[src/hw/rtl/fjr_pkg.sv]
// ----------------------------------------------------------------------------
// fjr_pkg: shared types and constants
// Beat formats, configuration and state records and mode codes for the
// feeder jam recovery machine.
// ----------------------------------------------------------------------------
package fjr_pkg;

  localparam int JAM_CONFIRM_TICKS = 50;
  localparam int FEED_DIRECTION = 1;
  localparam bit CONTINUOUS_ENABLE = 1'b1;

  localparam int CFG_ADDR_W = 3;
  localparam int CFG_DATA_W = 23;

  localparam logic [CFG_ADDR_W-1:0] REG_STEP_ANGLE      = 3'd0;
  localparam logic [CFG_ADDR_W-1:0] REG_BACK_OFF_ANGLE  = 3'd1;
  localparam logic [CFG_ADDR_W-1:0] REG_ARRIVE_TOL      = 3'd2;
  localparam logic [CFG_ADDR_W-1:0] REG_JAM_SPEED_MAX   = 3'd3;
  localparam logic [CFG_ADDR_W-1:0] REG_JAM_CURRENT_MIN = 3'd4;
  localparam logic [CFG_ADDR_W-1:0] REG_SINGLE_TIMEOUT  = 3'd5;
  localparam logic [CFG_ADDR_W-1:0] REG_REVERSE_TIMEOUT = 3'd6;
  localparam logic [CFG_ADDR_W-1:0] REG_RELOAD_TIMEOUT  = 3'd7;

  localparam logic [2:0] MODE_READY   = 3'd0;
  localparam logic [2:0] MODE_SINGLE  = 3'd1;
  localparam logic [2:0] MODE_CONT    = 3'd2;
  localparam logic [2:0] MODE_REVERSE = 3'd3;
  localparam logic [2:0] MODE_RELOAD  = 3'd4;

  typedef struct packed {
    logic signed [31:0] wheel_angle;
    logic signed [15:0] wheel_speed;
    logic signed [15:0] wheel_current;
    logic               single_edge;
    logic               continuous_req;
    logic               force_resync;
    logic        [31:0] now_ms;
  } in_beat_t;

  typedef struct packed {
    logic        [2:0]  mode;
    logic signed [31:0] target_angle;
    logic        [7:0]  jam_total;
    logic               clear_loops;
  } out_beat_t;

  typedef struct packed {
    logic [22:0] step_angle;
    logic [22:0] back_off_angle;
    logic [15:0] arrive_tolerance;
    logic [14:0] jam_speed_max;
    logic [14:0] jam_current_min;
    logic [15:0] single_timeout_ms;
    logic [15:0] reverse_timeout_ms;
    logic [15:0] reload_timeout_ms;
  } cfg_t;

  typedef struct packed {
    logic [2:0]  mode;
    logic [63:0] target;
    logic [63:0] feed_target;
    logic        synced;
    logic        resume_cont;
    logic [7:0]  jam_run;
    logic [7:0]  jam_count;
    logic [31:0] entry_time;
  } fsm_state_t;

endpackage

[src/hw/rtl/feeder_jam_recovery_fsm_top.sv]
// ----------------------------------------------------------------------------
// feeder_jam_recovery_fsm_top: feeder wheel feed and jam recovery machine
// Path: input register, combinational state update, result register; an input beat
// waits in the input register while the result register is full and not read.
// Throughput: one beat per cycle while the receiver holds out_ready high.
// Reset: synchronous, active low; state and configuration clear, channels empty.
// ----------------------------------------------------------------------------
module feeder_jam_recovery_fsm_top
  import fjr_pkg::*;
(
  input  logic                  clk,
  input  logic                  rst_n,
  input  logic                  in_valid,
  output logic                  in_ready,
  input  in_beat_t              in_data,
  output logic                  out_valid,
  input  logic                  out_ready,
  output out_beat_t             out_data,
  input  logic                  cfg_we,
  input  logic [CFG_ADDR_W-1:0] cfg_addr,
  input  logic [CFG_DATA_W-1:0] cfg_wdata
);

  cfg_t       cfg;
  logic       in_valid_r;
  in_beat_t   in_data_r;
  logic       out_valid_r;
  out_beat_t  out_data_r;
  fsm_state_t st_r;
  fsm_state_t st_nxt;
  out_beat_t  res_nxt;
  logic       fire;

  fjr_cfg_regs u_cfg (
    .clk      (clk),
    .rst_n    (rst_n),
    .cfg_we   (cfg_we),
    .cfg_addr (cfg_addr),
    .cfg_wdata(cfg_wdata),
    .cfg      (cfg)
  );

  fjr_step u_step (
    .st      (st_r),
    .cfg     (cfg),
    .in_beat (in_data_r),
    .st_nxt  (st_nxt),
    .out_beat(res_nxt)
  );

  assign fire = in_valid_r && (!out_valid_r || out_ready);
  assign in_ready = !in_valid_r || fire;

  always_ff @(posedge clk) begin
    if (!rst_n) begin
      in_valid_r <= 1'b0;
      out_valid_r <= 1'b0;
      st_r <= '0;
    end else begin
      if (in_ready) begin
        in_valid_r <= in_valid;
      end
      if (fire) begin
        out_valid_r <= 1'b1;
        st_r <= st_nxt;
      end else if (out_ready) begin
        out_valid_r <= 1'b0;
      end
    end
  end

  always_ff @(posedge clk) begin
    if (in_ready && in_valid) begin
      in_data_r <= in_data;
    end
    if (fire) begin
      out_data_r <= res_nxt;
    end
  end

  assign out_valid = out_valid_r;
  assign out_data = out_data_r;

endmodule

[src/hw/rtl/fjr_cfg_regs.sv]
// ----------------------------------------------------------------------------
// fjr_cfg_regs: configuration register file
// Write-only registers, each masked to its own width, all cleared by reset.
// ----------------------------------------------------------------------------
module fjr_cfg_regs
  import fjr_pkg::*;
(
  input  logic                  clk,
  input  logic                  rst_n,
  input  logic                  cfg_we,
  input  logic [CFG_ADDR_W-1:0] cfg_addr,
  input  logic [CFG_DATA_W-1:0] cfg_wdata,
  output cfg_t                  cfg
);

  cfg_t cfg_r;
  cfg_t cfg_nxt;

  always_comb begin
    cfg_nxt = cfg_r;
    if (cfg_we) begin
      unique case (cfg_addr)
        REG_STEP_ANGLE:      cfg_nxt.step_angle = cfg_wdata;
        REG_BACK_OFF_ANGLE:  cfg_nxt.back_off_angle = cfg_wdata;
        REG_ARRIVE_TOL:      cfg_nxt.arrive_tolerance = cfg_wdata[15:0];
        REG_JAM_SPEED_MAX:   cfg_nxt.jam_speed_max = cfg_wdata[14:0];
        REG_JAM_CURRENT_MIN: cfg_nxt.jam_current_min = cfg_wdata[14:0];
        REG_SINGLE_TIMEOUT:  cfg_nxt.single_timeout_ms = cfg_wdata[15:0];
        REG_REVERSE_TIMEOUT: cfg_nxt.reverse_timeout_ms = cfg_wdata[15:0];
        REG_RELOAD_TIMEOUT:  cfg_nxt.reload_timeout_ms = cfg_wdata[15:0];
        default: cfg_nxt = cfg_r;
      endcase
    end
  end

  always_ff @(posedge clk) begin
    if (!rst_n) begin
      cfg_r <= '0;
    end else begin
      cfg_r <= cfg_nxt;
    end
  end

  assign cfg = cfg_r;

endmodule

[src/hw/rtl/fjr_step.sv]
// ----------------------------------------------------------------------------
// fjr_step: one control tick of the feed machine
// Combinational next state and result beat from the current state, the
// configuration and one input beat.
// ----------------------------------------------------------------------------
module fjr_step
  import fjr_pkg::*;
(
  input  fsm_state_t st,
  input  cfg_t       cfg,
  input  in_beat_t   in_beat,
  output fsm_state_t st_nxt,
  output out_beat_t  out_beat
);

  function automatic logic [63:0] dir_mul(input logic signed [1:0] dir,
                                          input logic [22:0] mag);
    logic [63:0] ext;
    ext = {41'b0, mag};
    if (dir > 2'sd0) begin
      return ext;
    end else if (dir < 2'sd0) begin
      return 64'd0 - ext;
    end
    return 64'd0;
  endfunction

  function automatic logic [16:0] abs16(input logic [15:0] v);
    if (v[15]) begin
      return 17'h10000 - {1'b0, v};
    end
    return {1'b0, v};
  endfunction

  logic [63:0] angle;
  logic [63:0] err;
  logic [63:0] err_mag;
  logic [16:0] spd;
  logic [16:0] cur;
  logic [31:0] elapsed;
  logic        arrived;
  logic        sus;
  logic        confirmed;
  logic        clear;
  logic        recover;
  logic        rec_cont;
  logic signed [1:0] rec_dir;
  fsm_state_t  s;

  always_comb begin
    angle = {{32{in_beat.wheel_angle[31]}}, in_beat.wheel_angle};
    spd = abs16(in_beat.wheel_speed);
    cur = abs16(in_beat.wheel_current);
    s = st;
    clear = 1'b0;
    recover = 1'b0;
    rec_cont = 1'b0;
    confirmed = 1'b0;

    if (in_beat.force_resync) begin
      s.synced = 1'b0;
    end
    if (!s.synced) begin
      s.target = angle;
      s.feed_target = angle;
      s.synced = 1'b1;
      s.mode = in_beat.continuous_req ? MODE_CONT : MODE_READY;
      s.entry_time = in_beat.now_ms;
      clear = 1'b1;
    end

    err = s.target - angle;
    err_mag = err[63] ? (64'd0 - err) : err;
    arrived = (err_mag <= {48'b0, cfg.arrive_tolerance});
    elapsed = in_beat.now_ms - s.entry_time;

    sus = (spd <= {2'b0, cfg.jam_speed_max}) && (cur >= {2'b0, cfg.jam_current_min});

    unique case (s.mode)
      MODE_READY: begin
        if (in_beat.single_edge) begin
          s.target = s.target + dir_mul(2'(FEED_DIRECTION), cfg.step_angle);
          s.feed_target = s.target;
          s.mode = MODE_SINGLE;
          s.entry_time = in_beat.now_ms;
          s.jam_run = 8'd0;
          clear = 1'b1;
        end else if (CONTINUOUS_ENABLE && in_beat.continuous_req) begin
          s.target = angle;
          s.feed_target = angle;
          s.mode = MODE_CONT;
          s.entry_time = in_beat.now_ms;
          s.jam_run = 8'd0;
          clear = 1'b1;
        end
      end
      MODE_SINGLE: begin
        if (sus && !arrived) begin
          if (s.jam_run < 8'(JAM_CONFIRM_TICKS)) begin
            s.jam_run = s.jam_run + 8'd1;
          end
        end else begin
          s.jam_run = 8'd0;
        end
        confirmed = (s.jam_run >= 8'(JAM_CONFIRM_TICKS));
        if (confirmed) begin
          recover = 1'b1;
        end else if (arrived || (elapsed >= {16'b0, cfg.single_timeout_ms})) begin
          s.mode = MODE_READY;
          s.entry_time = in_beat.now_ms;
          s.jam_run = 8'd0;
          s.jam_count = 8'd0;
          clear = 1'b1;
        end
      end
      MODE_CONT: begin
        if (!in_beat.continuous_req) begin
          s.mode = MODE_READY;
          s.synced = 1'b0;
          clear = 1'b1;
        end else if (CONTINUOUS_ENABLE) begin
          if (sus) begin
            if (s.jam_run < 8'(JAM_CONFIRM_TICKS)) begin
              s.jam_run = s.jam_run + 8'd1;
            end
          end else begin
            s.jam_run = 8'd0;
          end
          if (s.jam_run >= 8'(JAM_CONFIRM_TICKS)) begin
            recover = 1'b1;
            rec_cont = 1'b1;
          end
        end
      end
      MODE_REVERSE: begin
        if (arrived || (elapsed >= {16'b0, cfg.reverse_timeout_ms})) begin
          s.target = s.feed_target;
          s.mode = MODE_RELOAD;
          s.entry_time = in_beat.now_ms;
          clear = 1'b1;
        end
      end
      MODE_RELOAD: begin
        if (arrived || (elapsed >= {16'b0, cfg.reload_timeout_ms})) begin
          s.jam_run = 8'd0;
          if (s.resume_cont) begin
            s.mode = MODE_CONT;
          end else begin
            s.mode = MODE_READY;
            s.jam_count = 8'd0;
          end
          s.entry_time = in_beat.now_ms;
          clear = 1'b1;
        end
      end
      default: begin
        s.mode = MODE_READY;
        s.synced = 1'b0;
      end
    endcase

    rec_dir = rec_cont ? 2'(FEED_DIRECTION) : (err[63] ? -2'sd1 : 2'sd1);
    if (recover) begin
      s.resume_cont = rec_cont;
      s.feed_target = rec_cont ? angle : s.target;
      s.target = angle - dir_mul(rec_dir, cfg.back_off_angle);
      s.mode = MODE_REVERSE;
      s.entry_time = in_beat.now_ms;
      s.jam_run = 8'd0;
      s.jam_count = s.jam_count + 8'd1;
      clear = 1'b1;
    end

    st_nxt = s;
    out_beat.mode = s.mode;
    out_beat.target_angle = s.target[31:0];
    out_beat.jam_total = s.jam_count;
    out_beat.clear_loops = clear;
  end

endmodule

[config.mk]
export PLATFORM = sky130hd
export DESIGN_NAME = feeder_jam_recovery_fsm_top
export DESIGN_NICKNAME = d
export VERILOG_FILES = /design/src/hw/rtl/fjr_pkg.sv /design/src/hw/rtl/feeder_jam_recovery_fsm_top.sv /design/src/hw/rtl/fjr_cfg_regs.sv /design/src/hw/rtl/fjr_step.sv
export SDC_FILE = /design/constraint.sdc
export NUM_CORES = 2
export LEC_CHECK = 0
export ABC_AREA = 1
export BUFFER_PORTS_ARGS = -buffer_cell sky130_fd_sc_hd__buf_4
export CORE_MARGIN = 2
export CORE_UTILIZATION = 40
export DETAILED_ROUTE_END_ITERATION = 10
export PLACE_DENSITY = 0.67
export SYNTH_ARGS = -nofsm -noshare
export SYNTH_HDL_FRONTEND = slang
export SYNTH_SLANG_ARGS = --single-unit
[constraint.sdc]
create_clock -name clk -period 8.7 [get_ports clk]
set_input_delay 0.87 -clock clk [delete_from_list [all_inputs] [get_ports clk]]
set_output_delay 0.87 -clock clk [all_outputs]
set_load 0.05 [all_outputs]
==> flow_summary.toml <==
[setup_path]
path_max_fanout = 63
critical-path-slowest-cell = "sky130_fd_sc_hd__ha_1"
cp-end-kind = "flop"
critPathKind = "reg -> reg"
most_used_cell_cp = "sky130_fd_sc_hd__nand2_1"
startpoint_type = "flop"
cpPeakStageDelay_ns = 0.47
crit_buf_inv = 9
required_ns = 9.19
gate_family_responsible_for_the_most_delay_along_the_worst_path = "simple AND/OR/NAND/NOR gates"
worst-endpoint-arrival_ns = 8.51

[yosys]
proportion_of_netlist_area_held_by_the_largest_area_contributor_pct = 15.3
flip_flop_cell_with_the_highest_count_after_synthesis = "sky130_fd_sc_hd__dfxtp_1"
syn-num-nets = 7012
synth.yosys.seq_area_share_pct = 25.5
total_standard_cell_area_after_synthesis_um2 = 42200
synth_top_area_cell = "sky130_fd_sc_hd__dfxtp_1"
edff_count_synth = 143
async_reset_ff_share_pct = 0
syn_avg_cell_area_um2 = 6.37
ys_ff_latch = 466
synthTopCellsByArea = "sky130_fd_sc_hd__dfxtp_1 15%, sky130_fd_sc_hd__nand2_1 14%, sky130_fd_sc_hd__edfxtp_1 10%"
yosys_warnings = 0
synthDistinctLibCells = 82
post_synth_inst_count = 6627

[detailed_routing]
route.antenna.remaining_nets = 0
first_pass_iters = 6
avgViaCountPerCell = 5.56
detail_route.wl_per_cell_um = 18.9
dr_total_vias = 45100
post_detailed_route_drc_marker_count = 0
first_iter_violations = 4507
drt-total-wl_mm = 153

[final_layout]
regArea_um2 = 10800
mostFrequentLayoutCell = "sky130_fd_sc_hd__nand2_1"
multi_input_comb_area_um2 = 26200
areaGrowthSynthToFinish_pct = 9.05
post_route_cells_drive_above_1_share_pct = 8.54
nFillCells = 10900
num-nets-final = 7061
mostFrequentLayoutCells = "1583 x sky130_fd_sc_hd__nand2_1, 905 x sky130_fd_sc_hd__inv_1, 674 x sky130_fd_sc_hd__o21ai_0"

[timing]
setup_viol = 0
finalClockSkew_ns = 0.0582
timing_worst_slew_pin_value_ns = 1.17
final.hold.worst_slack_ns = 0.383
maxSlewHeadroom_pct = 22.0
max_freq_mhz = 125
setup-tns-final_ns = 0
report.final.slew_viol_count = 0
period_utilization_post_route_pct = 92.2
rsz0062_at_grt = "no"
finalHoldViolCount = 0
final.min_clock_period_ns = 8.02

[clock_network]
postCtsSetupBuffers = 0
cts.hold.buffers_added = 0
tritoncts_num_sinks = 466
clk-insertion-delay-late_ns = 0.67
cts_buffers = 53
ctsLongestPathBuffers = 3
clk_transition_reported_paths_ns = 0.07
cts_repair_resize_count = 0
tritoncts = "built"
clock_tree.root_cell = "sky130_fd_sc_hd__clkbuf_16"
htree_num_levels = 2

[power]
p_sw_share_pct = 40.5
p_switching_w = 0.00328
comb_power_share_pct = 39.7
cellInternalPower_w = 0.00481
peakVddDrop_mv = 0.171
p_seq_share_pct = 30.5
standby_leakage_power_nw = 20.9
powerDensity_nw_per_um2 = 176
clockPowerShare_pct = 29.8

[global_routing]
antenna_violations_before_repair = 11
globalRouteTotalUtil_pct = 27.3
final_global_route_overflow_total = 0
largest_net_degree_at_the_start_of_global_routing = 107
grt_first_pass_wirelength_mm = 234
grt_pass1_vias = 41400

[floorplan]
die_area_um2 = 108000
die_y_um = 329
floorplan.die.width_um = 329
top_ports = 176
core_area_um2 = 105000
core.rowCount = 119
floorplan.initialDensity_pct = 40.2

[placement]
place_hpwl_mm = 115
place.port_buffers = 175
gp_routability_congestion = 1.02

[run]
cap_violations = 0

[outcome]
outcome = "complete, no violations"

[hold_path]
worstHoldPathType = "in -> reg"
-- path summary, 6_finish.rpt --
path,from,end,slack [ns],cells after the start
setup reg to reg,st_r[49],st_r[31],0.68,47
hold / removal,in_data[84],in_data_r[84],0.38,1
setup / recovery,st_r[49],st_r[31],0.68,47
hold reg to reg,u_cfg.cfg[30],u_cfg.cfg[30],0.46,2
-- layout make-up --
type,count,share of cell area [%]
Multi-Input combinational cell,4960,56.8
Sequential cell,466,23.4
Inverter,943,7.76
Timing Repair Buffer,252,4.24
Tap cell,1391,3.78
Clock buffer,74,3.20
Clock inverter,25,0.791
Antenna cell,3,0.0163
-- sequential cells by signal, indices dropped and copies added (netlist names) --
register / cells
u_cfg.cfg: 140
in_data_r: 99
st_r: 181
out_valid: 1
out_data: 44
in_valid_r: 1
-- worst register-to-register path: cells and delay by family, from the launching register on --
kind	cells	cell delay [ns]
AND/OR/NAND/NOR	28	3.93
buffers and inverters	9	1.79
AO/OA/AOI/OAI	7	0.98
adder cells (fa/ha/maj)	2	0.75
flip-flops	1	0.30
XOR/XNOR	1	0.16
-- Yosys cell counts, drive strengths merged, types with 5 or more instances --
master	instances
nor4	28
xnor2	32
xor2	100
dfxtp	323
o22ai	18
o2111ai	30
nor2	689
o21ai	713
nand4	92
a31oi	29
edfxtp	143
a21oi	646
o221ai	25
o31ai	7
a41oi	5
clkbuf	174
or2	15
nor3	73
a221oi	11
nand3b	21
o21bai	18
o21a	13
nand2	1638
a21o	14
clkinv	11
inv	932
buf	71
o211ai	46
nand3	365
dlygate4sd3	10
a211oi	28
ha	249
a22oi	18
and3	6
fa	6
-- cell families after synthesis --
family                     count (synthesis)  synth area share, %
AOI/OAI and AO/OA                       1636                 21.8
adders and majority gates                255                 7.66
DFF                                      466                 25.5
buffers and inverters                   1201                 12.7
and+or+nand+nor                         2937                 29.6
xor gates and xnor gates                 132                 2.74
-- routing by layer --
layer	up-vias	part of all wire [%]	GRT usage, %
li1	22100	-	-
met1	20700	42	36.4
met2	2010	45	44.9
met3	328	8.8	3.87
met4	12	3.7	9.99
met5	-	0.043	0
-- power groups by stage --
stage	clock network (W)	registers [W]	logic, W
2_1_floorplan	0	0.00252	0.00226
3_3_place_gp	0	0.00250	0.00310
3_5_place_dp	0	0.00250	0.00314
4_1_cts	0.00244	0.00246	0.00315
5_1_grt	0.00251	0.00247	0.00358
6_report	0.00241	0.00246	0.00321
-- metrics by stage --
stage	setup WS (ns)	utilization [%]	cell area, um2	cells	total power (W)
2_1_floorplan	1.37	-	42200	6627	0.00478
3_3_place_gp	0.525	42.1	44100	8012	0.00560
3_5_place_dp	0.443	42.1	44100	8012	0.00564
4_1_cts	0.416	43.8	46000	8111	0.00805
5_1_grt	0.0300	43.9	46000	8112	0.00857
6_report	0.676	43.9	46000	8114	0.00809
(Power assumes the default switching activity.)
